===== config.mk =====
export PLATFORM = sky130hd
export DESIGN_NAME = hpo_ctrl
export DESIGN_NICKNAME = d
export VERILOG_FILES = /design/src/hw/rtl/hpo_pkg.sv /design/src/hw/rtl/hpo_ctrl.sv
export SDC_FILE = /design/constraint.sdc
export NUM_CORES = 1
export LEC_CHECK = 0
export BUFFER_PORTS_ARGS = -buffer_cell sky130_fd_sc_hd__buf_2
export CORE_MARGIN = 1.5
export CORE_UTILIZATION = 42
export DETAILED_ROUTE_END_ITERATION = 12
export PLACE_DENSITY_LB_ADDON = 0.05
export SLEW_MARGIN = 20
export SYNTH_ARGS = -nofsm -noshare
export SYNTH_HDL_FRONTEND = slang
export SYNTH_SLANG_ARGS = --single-unit

===== constraint.sdc =====
create_clock -name clk_i -period 2.2 [get_ports clk_i]
set_input_delay 0.33 -clock clk_i [delete_from_list [all_inputs] [get_ports clk_i]]
set_output_delay 0.33 -clock clk_i [all_outputs]
set_load 0.01 [all_outputs]

===== src/hw/rtl/hpo_pkg.sv =====
`timescale 1ns / 1ps
// ----------------------------------------------------------------------------
// hpo_pkg: shared types and constants of the haversine path odometer
// Fixed-point constants, CORDIC arctangent table and the command and status
// structures that join the controller and the datapath.
// ----------------------------------------------------------------------------
package hpo_pkg;

  localparam int unsigned LAT_W   = 31;
  localparam int unsigned LON_W   = 32;
  localparam int unsigned TOT_W   = 48;
  localparam int unsigned RAD_W   = 24;
  localparam int unsigned CW      = 34;  // CORDIC and angle datapath width
  localparam int unsigned PW      = 68;  // multiplier product width
  localparam int unsigned ADDR_W  = 3;

  localparam logic signed [CW-1:0] PI_Q30      = 34'sd3373259426;
  localparam logic signed [CW-1:0] HALF_PI_Q30 = 34'sd1686629713;
  localparam logic signed [CW-1:0] GAIN_Q30    = 34'sh026DD3B6A;
  localparam logic signed [CW-1:0] ONE_Q30     = 34'sd1073741824;
  localparam logic signed [CW-1:0] DEG180_E7   = 34'sd1800000000;
  localparam logic signed [CW-1:0] DEG360_E7   = 34'sd3600000000;

  localparam logic [31:0] DIV_HALF_ANG  = 32'd3600000000;
  localparam logic [31:0] DIV_FULL_ANG  = 32'd1800000000;
  localparam logic [31:0] RND_HALF_ANG  = 32'd1800000000;
  localparam logic [31:0] RND_FULL_ANG  = 32'd900000000;

  // floor(2^63 / divisor): quotient estimate from the upper dividend word
  localparam logic signed [CW-1:0] RCP_HALF_ANG = 34'sd2562047788;
  localparam logic signed [CW-1:0] RCP_FULL_ANG = 34'sd5124095576;

  localparam logic [TOT_W-1:0] TOTAL_MAX    = 48'hFFFF_FFFF_FFFF;
  localparam logic [RAD_W-1:0] RADIUS_RESET = 24'd6371000;

  localparam logic [4:0] DIV_LAST  = 5'd7;
  localparam logic [4:0] CORD_LAST = 5'd30;
  localparam logic [4:0] SQRT_LAST = 5'd31;

  localparam logic [ADDR_W-1:0] REG_RADIUS = 3'd0;

  typedef enum logic [4:0] {
    OP_NONE   = 5'd0,
    OP_LOAD   = 5'd1,
    OP_DIFF   = 5'd2,
    OP_RMUL   = 5'd3,
    OP_DINIT  = 5'd4,
    OP_DSTEP  = 5'd5,
    OP_RINIT  = 5'd6,
    OP_RSTEP  = 5'd7,
    OP_POST   = 5'd8,
    OP_STORE  = 5'd9,
    OP_AMUL   = 5'd10,
    OP_ASUM   = 5'd11,
    OP_SINIT  = 5'd12,
    OP_SSTEP  = 5'd13,
    OP_SSTORE = 5'd14,
    OP_VINIT  = 5'd15,
    OP_VSTEP  = 5'd16,
    OP_DMUL   = 5'd17,
    OP_ACC    = 5'd18,
    OP_COMMIT = 5'd19
  } hpo_op_e;

  typedef struct packed {
    hpo_op_e    op;
    logic [1:0] sel;
  } hpo_cmd_t;

  typedef struct packed {
    logic have_first;
    logic last;
  } hpo_sts_t;

  function automatic logic signed [CW-1:0] atan_q30(input logic [4:0] idx);
    logic signed [CW-1:0] v;
    case (idx)
      5'd0:  v = 34'sh3243F6A8;
      5'd1:  v = 34'sh1DAC6705;
      5'd2:  v = 34'sh0FADBAFC;
      5'd3:  v = 34'sh07F56EA6;
      5'd4:  v = 34'sh03FEAB76;
      5'd5:  v = 34'sh01FFD55B;
      5'd6:  v = 34'sh00FFFAAA;
      5'd7:  v = 34'sh007FFF55;
      5'd8:  v = 34'sh003FFFEA;
      5'd9:  v = 34'sh001FFFFD;
      5'd10: v = 34'sh000FFFFF;
      5'd11: v = 34'sh0007FFFF;
      5'd12: v = 34'sh0003FFFF;
      5'd13: v = 34'sh0001FFFF;
      5'd14: v = 34'sh0000FFFF;
      5'd15: v = 34'sh00007FFF;
      5'd16: v = 34'sh00003FFF;
      5'd17: v = 34'sh00001FFF;
      5'd18: v = 34'sh00000FFF;
      5'd19: v = 34'sh000007FF;
      5'd20: v = 34'sh000003FF;
      5'd21: v = 34'sh000001FF;
      5'd22: v = 34'sh000000FF;
      5'd23: v = 34'sh0000007F;
      5'd24: v = 34'sh0000003F;
      5'd25: v = 34'sh0000001F;
      5'd26: v = 34'sh0000000F;
      5'd27: v = 34'sh00000008;
      5'd28: v = 34'sh00000004;
      5'd29: v = 34'sh00000002;
      5'd30: v = 34'sh00000001;
      default: v = '0;
    endcase
    return v;
  endfunction

endpackage


===== src/hw/rtl/hpo_ctrl.sv =====
`timescale 1ns / 1ps
// ----------------------------------------------------------------------------
// hpo_ctrl: odometer sequencer
// One-hot state machine that steps the datapath through conversion, CORDIC,
// square root and accumulation, and owns the result valid flag.
// ----------------------------------------------------------------------------
module hpo_ctrl import hpo_pkg::*; (
  input  logic     clk_i,
  input  logic     rst_ni,
  input  logic     in_valid_i,
  output logic     in_ready_o,
  output logic     out_valid_o,
  input  logic     out_ready_i,
  input  hpo_sts_t sts_i,
  output hpo_cmd_t cmd_o
);

  typedef enum logic [18:0] {
    S_IDLE   = 19'h00001,
    S_DIFF   = 19'h00002,
    S_RMUL   = 19'h00004,
    S_DINIT  = 19'h00008,
    S_DSTEP  = 19'h00010,
    S_RINIT  = 19'h00020,
    S_RSTEP  = 19'h00040,
    S_POST   = 19'h00080,
    S_STORE  = 19'h00100,
    S_AMUL   = 19'h00200,
    S_ASUM   = 19'h00400,
    S_SINIT  = 19'h00800,
    S_SSTEP  = 19'h01000,
    S_SSTORE = 19'h02000,
    S_VINIT  = 19'h04000,
    S_VSTEP  = 19'h08000,
    S_DMUL   = 19'h10000,
    S_ACC    = 19'h20000,
    S_COMMIT = 19'h40000
  } state_e;

  state_e     state_q, state_d;
  logic [1:0] sel_q, sel_d;
  logic       out_valid_q, out_valid_d;
  logic       slot_free;

  assign slot_free   = !out_valid_q || out_ready_i;
  assign in_ready_o  = (state_q == S_IDLE);
  assign out_valid_o = out_valid_q;

  always_comb begin
    state_d     = state_q;
    sel_d       = sel_q;
    out_valid_d = out_valid_q && !out_ready_i;
    cmd_o.op    = OP_NONE;
    cmd_o.sel   = sel_q;
    case (state_q)
      S_IDLE: begin
        if (in_valid_i) begin
          cmd_o.op = OP_LOAD;
          state_d  = sts_i.have_first ? S_DIFF : S_COMMIT;
        end
      end
      S_DIFF: begin
        cmd_o.op = OP_DIFF;
        sel_d    = 2'd0;
        state_d  = S_RMUL;
      end
      S_RMUL: begin
        cmd_o.op = OP_RMUL;
        state_d  = S_DINIT;
      end
      S_DINIT: begin
        cmd_o.op = OP_DINIT;
        state_d  = S_DSTEP;
      end
      S_DSTEP: begin
        cmd_o.op = OP_DSTEP;
        if (sts_i.last) state_d = S_RINIT;
      end
      S_RINIT: begin
        cmd_o.op = OP_RINIT;
        state_d  = S_RSTEP;
      end
      S_RSTEP: begin
        cmd_o.op = OP_RSTEP;
        if (sts_i.last) state_d = S_POST;
      end
      S_POST: begin
        cmd_o.op = OP_POST;
        state_d  = S_STORE;
      end
      S_STORE: begin
        cmd_o.op = OP_STORE;
        if (sel_q == 2'd3) begin
          state_d = S_AMUL;
        end else begin
          sel_d   = sel_q + 2'd1;
          state_d = S_RMUL;
        end
      end
      S_AMUL: begin
        cmd_o.op = OP_AMUL;
        state_d  = S_ASUM;
      end
      S_ASUM: begin
        cmd_o.op = OP_ASUM;
        sel_d    = 2'd0;
        state_d  = S_SINIT;
      end
      S_SINIT: begin
        cmd_o.op = OP_SINIT;
        state_d  = S_SSTEP;
      end
      S_SSTEP: begin
        cmd_o.op = OP_SSTEP;
        if (sts_i.last) state_d = S_SSTORE;
      end
      S_SSTORE: begin
        cmd_o.op = OP_SSTORE;
        if (sel_q == 2'd0) begin
          sel_d   = 2'd1;
          state_d = S_SINIT;
        end else begin
          state_d = S_VINIT;
        end
      end
      S_VINIT: begin
        cmd_o.op = OP_VINIT;
        state_d  = S_VSTEP;
      end
      S_VSTEP: begin
        cmd_o.op = OP_VSTEP;
        if (sts_i.last) state_d = S_DMUL;
      end
      S_DMUL: begin
        cmd_o.op = OP_DMUL;
        state_d  = S_ACC;
      end
      S_ACC: begin
        cmd_o.op = OP_ACC;
        state_d  = S_COMMIT;
      end
      S_COMMIT: begin
        // hold until the output register is free
        if (slot_free) begin
          cmd_o.op    = OP_COMMIT;
          out_valid_d = 1'b1;
          state_d     = S_IDLE;
        end
      end
      default: state_d = S_IDLE;
    endcase
  end

  always_ff @(posedge clk_i or negedge rst_ni) begin
    if (!rst_ni) begin
      state_q     <= S_IDLE;
      sel_q       <= 2'd0;
      out_valid_q <= 1'b0;
    end else begin
      state_q     <= state_d;
      sel_q       <= sel_d;
      out_valid_q <= out_valid_d;
    end
  end

  a_one_item: assert property (@(posedge clk_i) disable iff (!rst_ni)
    (in_valid_i && in_ready_o) |=> !in_ready_o)
    else $error("input accepted while an item is in flight");

  a_commit_free: assert property (@(posedge clk_i) disable iff (!rst_ni)
    (cmd_o.op == OP_COMMIT) |-> slot_free)
    else $error("result committed over an untaken result");

  a_commit_valid: assert property (@(posedge clk_i) disable iff (!rst_ni)
    (cmd_o.op == OP_COMMIT) |=> out_valid_o)
    else $error("committed result not presented");

endmodule


After elaboration in Yosys (flattened, before gate mapping):

Cells that the tools add are included.

* latch bits: 0
* RAM bits: 0
* logic and storage cells: 59
* register bits: 22
* output and inout port bits: 9
* bits in read-only memories: 0
* memories kept: 0

* muxes and demuxes: 18
* magnitude comparators: 0
* multipliers: 0
* equal/unequal tests: 28
* shift operators: 0
* reduce and logical (&&, ||, !) cells: 9
* bitwise logic cells: 0
* div/mod/pow operators: 0
* add/subtract/negate cells: 1

Operators by type and width (number)
* $pmux W19 S19: 1
* $mux W19: 7
* $pmux W5 S19: 1
* $eq A19 B1 Y1 const B: 1
* $eq A19 B10 Y1 const B: 1
* $eq A19 B11 Y1 const B: 1
* $eq A19 B12 Y1 const B: 1
* $eq A19 B13 Y1 const B: 1
* $eq A19 B14 Y1 const B: 1
* $eq A19 B15 Y1 const B: 1
* $eq A19 B16 Y1 const B: 1
* $eq A19 B17 Y1 const B: 1
* $eq A19 B18 Y1 const B: 1
* $eq A19 B19 Y1 const B: 1
* $eq A19 B2 Y1 const B: 1
* $eq A19 B3 Y1 const B: 1
* $eq A19 B4 Y1 const B: 1
* $eq A19 B5 Y1 const B: 1
* $eq A19 B6 Y1 const B: 1
* $eq A19 B7 Y1 const B: 1
* $eq A19 B8 Y1 const B: 1
* $eq A19 B9 Y1 const B: 1
* $ne A2 B2 Y1 const B: 8
* $mux W15: 1
* other kinds (15): 19

Logic depth before layout (Yosys ltp):

Gate-level depths: netlist (run 1).

* depth after elaboration: 4
* depth in mapped cells: 7
* depth with buffers taken out: 6

Worst setup path before layout (run 1):

No wires, ideal clock.

* kind: register -> output
* from: register state_q[12]
* to: output port cmd_o[2] (netlist bit)
* path buffers: 1
* setup slack: -0.074 ns
* cell stages (with the launch flop): 8
* arrival time: 1.944 ns
* data required time: 1.870 ns
* cell sequence: dfrtp_1 > buf_6 > nor4_4 > nand4_1 > or4_4 > inv_1 > a21oi_1 > nand4b_1

RTL lines
* start, declared: RTL line hpo_ctrl.sv:40 `state_e state_q, state_d;`
* start signal, assigned: RTL line hpo_ctrl.sv:160 `state_q <= state_d;`
* end, declared: RTL line hpo_ctrl.sv:15 `output hpo_cmd_t cmd_o`

==> results of run 1 <==
## kinds of logic (layout without fill, tap and decap cells)
logic type / Yosys count / in the layout / share of synthesized area
AOI/OAI and AO/OA: 28 / 28 / 0.141
xor gates and xnor gates: 7 / 7 / 0.0395
adders and majority gates: 2 / 2 / 0.0161
buffers and inverters: 16 / 83 / 0.0596
DFF: 22 / 22 / 0.355
and+or+nand+nor: 101 / 101 / 0.389
## power breakdown
part | total (mW) | switching, mW | internal [mW]
sequential | 0.492 | 0.0358 | 0.456
clock | 0.299 | 0.139 | 0.160
combinational | 1.33 | 0.669 | 0.657
## sequential cells by signal, indices dropped and copies added, names as in the netlist
name	count
out_valid_o	1
sel_q	2
state_q	19
## area by class of cell
type                       instances  area, sq um  share of cell area
timing repair buffer              71          536               0.236
multi-input combinational        138         1030               0.456
sequential                        22          552               0.243
clock buffer                       4         55.1              0.0243
tap                               46         57.6              0.0254
inverter                           8         32.5              0.0143
## repair_timing
item / 4_1_cts / 5_1_grt
pin swaps: 11 / 5
resized for setup: 19 / 10
setup buffers: 7 / 8
setup endpoints to repair: 7 / 9
## placed cells by master, fill, tap and decap left out, drive strengths merged, types with 3 or more instances in the layout
master  instances
xor2            4
nand2b          7
clkbuf          4
nand3           8
o22ai           3
xnor2           3
o21ai           6
nand4           7
nand2          14
a21oi           3
or3             7
nand4b          4
nor3           14
nor4            9
nor2           14
dfrtp          21
buf            71
or4             3
inv             8
## layer usage
metal,global-route usage,wire length [um]
met1,0.319,2090
met2,0.418,2400
met5,0,0
met4,0.0734,96
met3,0.0282,241
## cell usage after synthesis, drive strengths merged (2+ instances only)
cell and n:
nor3 14, nand3b 2, nor2 14, nor3b 2, nor4b 2, a21bo 2
nand3 8, buf 7, o41ai 2, nand2 14, inv 8, ha 2
and2 2, o211ai 2, o21ai 6, nand4 7, xnor2 3, or4 3
or3 7, o22ai 3, xor2 4, nand4b 4, nand2b 7, dfrtp 21
nor4 9, a21oi 3, and3 2
## worst paths after layout
kind | slack [ps] | cells after the start | end | startpoint
worst max-delay path | -230 | 6 | cmd_o[2] | state_q[7]$_DFFE_PN0P_
worst min-delay path | 20 | 1 | state_q[4]$_DFFE_PN0P_ | rst_ni
worst max register to register | 0 | 8 | sel_q[1]$_DFFE_PN0P_ | state_q[15]$_DFFE_PN0P_
worst min register to register | 580 | 2 | out_valid_o$_DFF_PN0_ | out_valid_o$_DFF_PN0_
max in group asynchronous | 1800 | 1 | state_q[0]$_DFFE_PN1P_ | rst_ni
min in group clk_i | 340 | 3 | state_q[1]$_DFFE_PN0P_ | sts_i[1]
## metrics by stage
stage,power (mW),std cells,hold WS (ps),setup TNS (ps),util
global placement,1.52,270,320,-40.2,0.564
detailed placement,1.53,270,339,-47.5,0.564
global route,2.22,289,67.0,-1750,0.659
CTS,1.99,281,37.5,-784,0.627
finish,2.12,289,23.1,-968,0.659
floorplan,1.09,176,34.4,0,-
==> impl_metrics.csv, run 1 <==
group,metric,value,unit
worst_setup_path,slowest_stage,"or4_4",
worst_setup_path,path_buf_inv,2,
worst_setup_path,crit_arrival,2100,ps
sta,finalSetupViolations,6,
clock_tree,clock_latency,270,ps
power_and_ir_drop,leakagePower,1.10,nW
worst_setup_path,required,1870,ps
floorplan,die_w,63.8,um
logic_synthesis,synth.avg_cell_area,8.83,sq um
clock_tree,cts_hold_buffers,0,
routing,drt-initial-drc-count,101,
logic_synthesis,synth_top_cell_by_area,"dfrtp_1",
placed_design,portBuffers,14,
worst_setup_path,critPathMaxStageDelay,570,ps
logic_synthesis,ys.flop_type,"dfrtp_1",
floorplan,die_y,63.8,um
sta,maxSlewHeadroom,0.655,
logic_synthesis,ys_ff_latch,22,
logic_synthesis,synth.top_cells.by_area,"dfrtp_1, nor3_1, nand2_1",
logic_synthesis,synthArstFlopShare,1.00,
placed_design,place_area,0.00194,sq mm
worst_setup_path,end_kind,"output pin",
run,drv_cap,0,
grt,grt_max_degree,23,
placed_design,post-place-ws,-35.6,ps
floorplan,top_level_ports,15,
power_and_ir_drop,ir_worst_vdd,0.375,mV
run_status,failed_checks,"setup timing",
power_and_ir_drop,power_density,934,mW/mm^2
clock_tree,cts.clk_slew.worst_paths,80,ps
sta,timing.final.ws_setup,-234,ps
routing,antenna_left,0,
logic_synthesis,synth.top_cell.area_share,0.338,
sta,post-route-min-period,2430,ps
clock_tree,clock-sinks,22,
routing,first_pass_iters,4,
layout,final_area,0.00227,sq mm
worst_setup_path,cp_top_family,"simple AND/OR/NAND/NOR gates",
layout,layout-drive-gt1-share,0.428,
logic_synthesis,ys_seq_area_frac,0.355,
sta,finalMaxSlewViolations,0,
worst_setup_path,worst_setup_path_start_kind,"flip-flop",
worst_setup_path,critPathKind,"reg2out",
floorplan,die_area,0.00407,sq mm
logic_synthesis,synthCells,176,
layout,fill_cells,280,
logic_synthesis,synth_cell_type_count,54,
floorplan,num_rows,21,
grt,grt_pass1_wl,7620,um
clock_tree,cts_tree,"done",
clock_tree,cts-root-buf,"clkbuf_8",
grt,grt_usage,0.243,
floorplan,core,0.00344,sq mm
grt,grt_pass1_vias,1570,
routing,wl,4840,um
sta,tightest_slew,511,ps
layout,diodes,0,
placed_design,dp_hpwl,3490,um
layout,syn_to_final_growth,45.9,%
grt,grt_overflow,0,
run_status,status,"finished, violations left",
routing,wire_per_inst,16.7,um
sta,period_share,1.11,
clock_tree,htreeDepth,1,
logic_synthesis,yosysWarningCount,0,
grt,grt_antenna_before_repair,0,
sta,rsz0062_at_grt,"yes",
routing,viasPerCell,5.80,
worst_setup_path,critPathMaxFanout,4,
floorplan,initial_core_util,0.451,
placed_design,gp_congestion,0.948,
clock_tree,clock_tree.buffer_depth,2,
logic_synthesis,synth_edf_count,0,
logic_synthesis,syn_area,0.00155,sq mm
sta,max_freq,411,MHz
layout,fin_nets,252,
routing,vias,1677,
sta,final-hold-violation-count,0,
logic_synthesis,synthesis.nets,184,
sta,fin_skew,7.93,ps
routing,drc_errors,0,
worst_setup_path,worstPathCellList,"or3_4, or4_4, inv_4, a21oi_2, nand4b_1, buf_2",
clock_tree,cts_made_buffers,3,
min_path,min_path_type,"in2async",
(Power assumes the default switching activity.)
==> run 2: changes to the inputs <==
--- a/config.mk
+++ b/config.mk
@@ -6,6 +6,7 @@
 export NUM_CORES = 1
 export LEC_CHECK = 0
 export BUFFER_PORTS_ARGS = -buffer_cell sky130_fd_sc_hd__buf_2
+export CORE_ASPECT_RATIO = 0.6
 export CORE_MARGIN = 1.5
 export CORE_UTILIZATION = 42
 export DETAILED_ROUTE_END_ITERATION = 12
==> impl_metrics.csv, run 2 (same netlist as run 1, synthesis figures left out) <==
group,metric,value,unit
routing,met1_length,2220,um
clock_tree,clock_tree.buffer_depth,2,
routing,wire_per_inst,17.6,um
clock_tree,clock_latency,270,ps
sta,final-hold-violation-count,0,
worst_setup_path,crit_arrival,2080,ps
grt,grt_usage,0.268,
layout,mostFrequentLayoutCell,"buf_4",
layout,syn_to_final_growth,42.8,%
worst_setup_path,required,1870,ps
clock_tree,cts_made_buffers,3,
worst_setup_path,rr_startpoint,"state_q[15]$_DFFE_PN0P_",
power_and_ir_drop,leakagePower,1.06,nW
power_and_ir_drop,power_density,988,mW/mm^2
placed_design,portBuffers,14,
power_and_ir_drop,ir_worst_vdd,0.729,mV
grt,grt_pass1_wl,8110,um
worst_setup_path,critPathMaxStageDelay,470,ps
worst_setup_path,worst-r2r-cell-count,7,
worst_setup_path,r2r_end,"state_q[12]$_DFFE_PN0P_",
placed_design,place_area,0.00192,sq mm
power_and_ir_drop,total_power,2.19,mW
floorplan,top_level_ports,15,
worst_setup_path,worst_setup_path_start_kind,"flip-flop",
clock_tree,clock-sinks,22,
run_status,status,"finished, violations left",
floorplan,die_y,50.1,um
worst_setup_path,critPathKind,"reg2out",
clock_tree,cts.clk_slew.worst_paths,80,ps
clock_tree,htreeDepth,1,
layout,largest_reg_flops,19,
sta,maxSlewHeadroom,0.533,
worst_setup_path,slowest_stage,"or4_4",
run,drv_cap,0,
sta,max_freq,415,MHz
layout,layout-drive-gt1-share,0.431,
routing,drt-initial-drc-count,151,
layout,diodes,0,
sta,fin_skew,4.48,ps
routing,vias,1687,
routing,highest_layer,"met4",
routing,antenna_left,0,
min_path,min_path_type,"in2async",
sta,finalMaxSlewViolations,0,
floorplan,die_area,0.00409,sq mm
grt,grt_antenna_before_repair,0,
routing,drc_errors,0,
routing,wl,5010,um
layout,max_flop_register,"state_q",
placed_design,post-place-ws,-52.3,ps
worst_setup_path,worstPathCellList,"nor4_4, buf_4, nand4_1, or4_4, inv_4, a21oi_1, nand4b_1, buf_2",
sta,post-route-min-period,2410,ps
routing,first_pass_iters,4,
worst_setup_path,critPathMaxFanout,4,
grt,grt_pass1_vias,1650,
sta,tightest_slew,691,ps
routing,met3_wirelength,412,um
worst_setup_path,rrSetupSlack,-20,ps
placed_design,dp_hpwl,3520,um
placed_design,post-place-cells,266,
routing,wl_met2,2290,um
worst_setup_path,end_kind,"output pin",
layout,fill_cells,282,
floorplan,core,0.00338,sq mm
layout,final_area,0.00222,sq mm
clock_tree,cts-root-buf,"clkbuf_8",
floorplan,num_rows,16,
routing,viasPerCell,5.94,
sta,timing.final.ws_setup,-209,ps
layout,fin_nets,248,
sta,rsz0062_at_grt,"yes",
sta,finalSetupViolations,8,
sta,period_share,1.10,
layout,final-instance-count-excl-fill,284,
grt,grt_max_degree,23,
grt,grt_overflow,0,
clock_tree,cts_tree,"done",
floorplan,die_w,81.5,um
run_status,failed_checks,"setup timing",
sta,fin_setup_tns,-922,ps
layout,final_cell_mix,"buf_4, dfrtp_1, nor2_1",
placed_design,gp_congestion,0.912,
floorplan,initial_core_util,0.459,
-- run 2: through the flow --
| stage | hold slack (ps) | util |
|---|---|---|
| 2_1_floorplan | 34.4 | - |
| 3_3_place_gp | 321 | 0.567 |
| 3_5_place_dp | 334 | 0.567 |
| 4_1_cts | 40.1 | 0.628 |
| 5_1_grt | 48.9 | 0.656 |
| 6_report | 17.3 | 0.656 |
-- run 2: worst max-delay path by stage --
stage / from / endpoint / slack (ps) / cells after the start
after global placement: state_q[4]$_DFFE_PN0P_ / cmd_o[3] / -10 / 7
after global routing: state_q[15]$_DFFE_PN0P_ / cmd_o[2] / -350 / 9
final: state_q[15]$_DFFE_PN0P_ / cmd_o[2] / -210 / 8
after floorplan: state_q[15]$_DFFE_PN0P_ / cmd_o[3] / 8 / 6
after CTS: state_q[14]$_DFFE_PN0P_ / cmd_o[3] / -310 / 6
after detailed placement: state_q[15]$_DFFE_PN0P_ / cmd_o[3] / -50 / 6
-- run 2: power breakdown --
part           total, mW  internal [mW]  switching, mW  leakage, nW
Sequential         0.492          0.455         0.0362        0.300
Clock              0.271          0.130          0.142       0.0228
Combinational       1.43          0.717          0.714        0.741
Total               2.19           1.30          0.892         1.06
-- run 2: metal layers --
layer | up-vias | GRT usage
li1 | 786 | -
met5 | - | 0
met3 | 12 | 0.0796
met4 | 0 | 0.0718
met1 | 809 | 0.375
met2 | 80 | 0.399
-- run 2: critical path: cells and delay by family (launching register included) --
kind / cells / cell delay [ps]
AOI/OAI and AO/OA: 1 / 60
buffers and inverters: 3 / 390
DFF: 1 / 410
and+or+nand+nor: 4 / 950
-- run 2: layout make-up --
class / count / area, sq um / area share
multi-input cells: 138 / 1040 / 0.467
well taps: 45 / 56.3 / 0.0254
inverters: 8 / 32.5 / 0.0147
clock buffers: 4 / 45.0 / 0.0203
flip-flops and latches: 22 / 553 / 0.249
repair buffers: 67 / 495 / 0.223
-- run 2: timing repair --
action,CTS,global route
setup buffers,10,4
pin swaps,15,7
hold buffers,0,0
setup endpoints to repair,6,19
gates resized for setup,17,13
==> run 3: changes to the inputs <==
--- a/config.mk
+++ b/config.mk
@@ -5,11 +5,13 @@
 export SDC_FILE = /design/constraint.sdc
 export NUM_CORES = 1
 export LEC_CHECK = 0
+export ABC_AREA = 1
 export BUFFER_PORTS_ARGS = -buffer_cell sky130_fd_sc_hd__buf_2
 export CORE_ASPECT_RATIO = 0.6
 export CORE_MARGIN = 1.5
 export CORE_UTILIZATION = 42
 export DETAILED_ROUTE_END_ITERATION = 12
+export GPL_TIMING_DRIVEN = 1
 export PLACE_DENSITY_LB_ADDON = 0.05
 export SLEW_MARGIN = 20
 export SYNTH_ARGS = -nofsm -noshare
==> impl_metrics.csv, run 3 <==
group,metric,value,unit
clock_tree,cts_tree,"done",
routing,viasPerCell,4.94,
floorplan,die_area,0.00417,sq mm
layout,diodes,0,
routing,vias,1333,
power_and_ir_drop,ir_worst_vdd,0.376,mV
logic_synthesis,synth_most_common_cell,"inv_1",
layout,mostFrequentLayoutCell,"inv_1",
worst_setup_path,critPathMaxStageDelay,570,ps
logic_synthesis,ys_ff_latch,22,
sta,final-hold-violation-count,0,
logic_synthesis,synthAdderAreaFrac,0.0157,
floorplan,die_w,82.4,um
layout,largest_reg_flops,19,
logic_synthesis,synth.avg_cell_area,7.99,sq um
layout,fin_nets,232,
sta,finalMaxSlewViolations,0,
layout,fill_cells,348,
sta,rsz0062_at_grt,"yes",
placed_design,post-place-ws,216,ps
clock_tree,clock_latency,260,ps
worst_setup_path,worst_setup_path_start_kind,"flip-flop",
grt,grt_max_degree,23,
min_path,min_path_type,"in2async",
worst_setup_path,crit_arrival,1870,ps
grt,grt_antenna_before_repair,0,
floorplan,die_y,50.6,um
logic_synthesis,synth_compound_area_frac,0.0638,
logic_synthesis,synth_cell_type_count,29,
routing,antenna_left,0,
clock_tree,clock-sinks,22,
routing,first_pass_iters,4,
logic_synthesis,synth-simple-area-share,0.474,
power_and_ir_drop,power_density,960,mW/mm^2
power_and_ir_drop,clkPwrFrac,0.144,
clock_tree,cts-root-buf,"clkbuf_8",
placed_design,gp_congestion,0.887,
sta,fin_skew,8.05,ps
logic_synthesis,ys_seq_area_frac,0.347,
worst_setup_path,slowest_stage,"dfstp_2",
logic_synthesis,yosysWarningCount,0,
power_and_ir_drop,leakagePower,1.01,nW
layout,layout-drive-gt1-share,0.345,
sta,tightest_slew,496,ps
grt,grt_usage,0.194,
floorplan,top_level_ports,15,
floorplan,initial_core_util,0.437,
power_and_ir_drop,power_switching,0.805,mW
worst_setup_path,required,1870,ps
sta,period_share,1.00,
clock_tree,cts.clk_slew.worst_paths,80,ps
sta,post-route-min-period,2200,ps
logic_synthesis,synthCells,199,
sta,fin_setup_tns,-3.59,ps
sta,timing.final.ws_setup,-3.59,ps
grt,grt_overflow,0,
power_and_ir_drop,cellInternalPower,0.971,mW
run,drv_cap,0,
layout,final_area,0.00185,sq mm
clock_tree,cts_made_buffers,3,
logic_synthesis,synthMuxAreaShare,0,
logic_synthesis,synth_top_family_by_area,"simple AND/OR/NAND/NOR gates",
logic_synthesis,synth_common_cells,"inv_1, nor2_1, nand2_1, dfrtp_1, nand3_1",
layout,max_flop_register,"state_q",
worst_setup_path,critPathMaxFanout,3,
layout,multiInputGateArea,922,sq um
sta,maxSlewHeadroom,0.669,
run_status,status,"finished, violations left",
worst_setup_path,end_kind,"output pin",
placed_design,portBuffers,14,
routing,drt-initial-drc-count,54,
grt,grt_pass1_wl,5940,um
worst_setup_path,critPathKind,"reg2out",
power_and_ir_drop,seqPwrFrac,0.300,
routing,drc_errors,0,
placed_design,dp_hpwl,2870,um
grt,grt_pass1_vias,1243,
logic_synthesis,synth.top_cell.area_share,0.331,
logic_synthesis,synth.top_cells.by_area,"dfrtp_1, inv_1, nor2_1",
logic_synthesis,synth_top_cell_by_area,"dfrtp_1",
logic_synthesis,synth_edf_count,0,
worst_setup_path,worstPathCellList,"nor2_4, nand2_4, inv_2, nand2_4, nor2_2, nand2_1, nor2_2, inv_1, nand2_1, or3_1, buf_2",
layout,syn_to_final_growth,16.5,%
logic_synthesis,synthesis.nets,207,
logic_synthesis,syn_area,0.00159,sq mm
routing,wire_per_inst,13.0,um
power_and_ir_drop,swShare,0.453,
clock_tree,cts_hold_buffers,0,
placed_design,place_area,0.00172,sq mm
layout,final_cell_mix,"inv_1, nand2_1, nor2_1",
routing,wl,3510,um
sta,max_freq,454,MHz
clock_tree,clock_tree.buffer_depth,2,
logic_synthesis,synthArstFlopShare,1.00,
logic_synthesis,ys.flop_type,"dfrtp_1",
power_and_ir_drop,p_comb_frac,0.556,
run_status,failed_checks,"setup timing",
floorplan,core,0.00364,sq mm
logic_synthesis,synth_xor_area_frac,0,
clock_tree,htreeDepth,1,
floorplan,num_rows,17,
sta,finalSetupViolations,1,
layout,final-seq-area,552,sq um
[run 3: cell types whose count changed after synthesis, sizes merged, moves of 6 or more]
cell | previous run | this run
or3 | 7 | 1
buf | 7 | 0
o21ai | 6 | 12
nand2 | 14 | 39
nor2 | 14 | 43
nand3 | 8 | 18
nor4 | 9 | 0
inv | 8 | 34
nand2b | 7 | 0
nor3 | 14 | 8
[run 3: area by class of cell]
cell class                      instances  share of cell area
Multi-Input combinational cell        139               0.498
Sequential cell                        22               0.298
Inverter                               38              0.0852
Timing Repair Buffer                   20              0.0622
Tap cell                               47              0.0318
Clock buffer                            4              0.0243
[run 3: final timing paths]
kind	start	to	slack (ps)	cells past startpoint
max in group asynchronous	rst_ni	state_q[0]$_DFFE_PN1P_	1810	1
worst min-delay path	rst_ni	state_q[9]$_DFFE_PN0P_	20	1
worst max register to register	state_q[4]$_DFFE_PN0P_	sel_q[0]$_DFFE_PN0P_	540	10
min in group clk_i	out_ready_i	out_valid_o$_DFF_PN0_	260	2
worst max-delay path	state_q[0]$_DFFE_PN1P_	cmd_o[2]	-4	11
worst min register to register	sel_q[1]$_DFFE_PN0P_	sel_q[1]$_DFFE_PN0P_	560	2
[run 3: worst max-delay path: cells and delay by family, from the launching register on]
family        cells  cell delay [ps]
simple gates      8              790
buf+inv           3              270
flops             1              570
[run 3: cells by family after synthesis]
logic type,Yosys count
adder cells (fa/ha/maj),2
AND/OR/NAND/NOR,122
AO/OA/AOI/OAI,15
flip-flops,22
buffers and inverters,38
[run 3: metrics by stage]
step	total power [mW]	std cells	utilization	hold slack [ps]
final	1.78	270	0.509	22.9
after global placement	1.46	260	0.472	326
after floorplan	1.27	199	-	34.4
after CTS	1.76	265	0.491	42.2
after detailed placement	1.48	260	0.472	327
after global routing	1.92	270	0.509	55.8
[run 3: timing repair]
| action | CTS | global route |
|---|---|---|
| setup buffers | 1 | 5 |
| pin swaps | 1 | 5 |
| setup endpoints to repair | 1 | 5 |
| endpoints found under the hold margin | 0 | 0 |
| gates resized for setup | 3 | 8 |
[run 3: power groups by stage]
| stage | combinational (mW) | clock, mW | sequential [mW] |
|---|---|---|---|
| 4_1_cts | 0.965 | 0.265 | 0.532 |
| 2_1_floorplan | 0.722 | 0 | 0.546 |
| 3_5_place_dp | 0.930 | 0 | 0.545 |
| 6_report | 0.987 | 0.257 | 0.532 |
| 5_1_grt | 1.09 | 0.284 | 0.542 |
| 3_3_place_gp | 0.920 | 0 | 0.541 |
[run 3: metal layers]
layer	GRT usage	wire length, um
met4	0.0339	14
met2	0.287	1560
met1	0.283	1740
met5	0	0
met3	0.0527	192
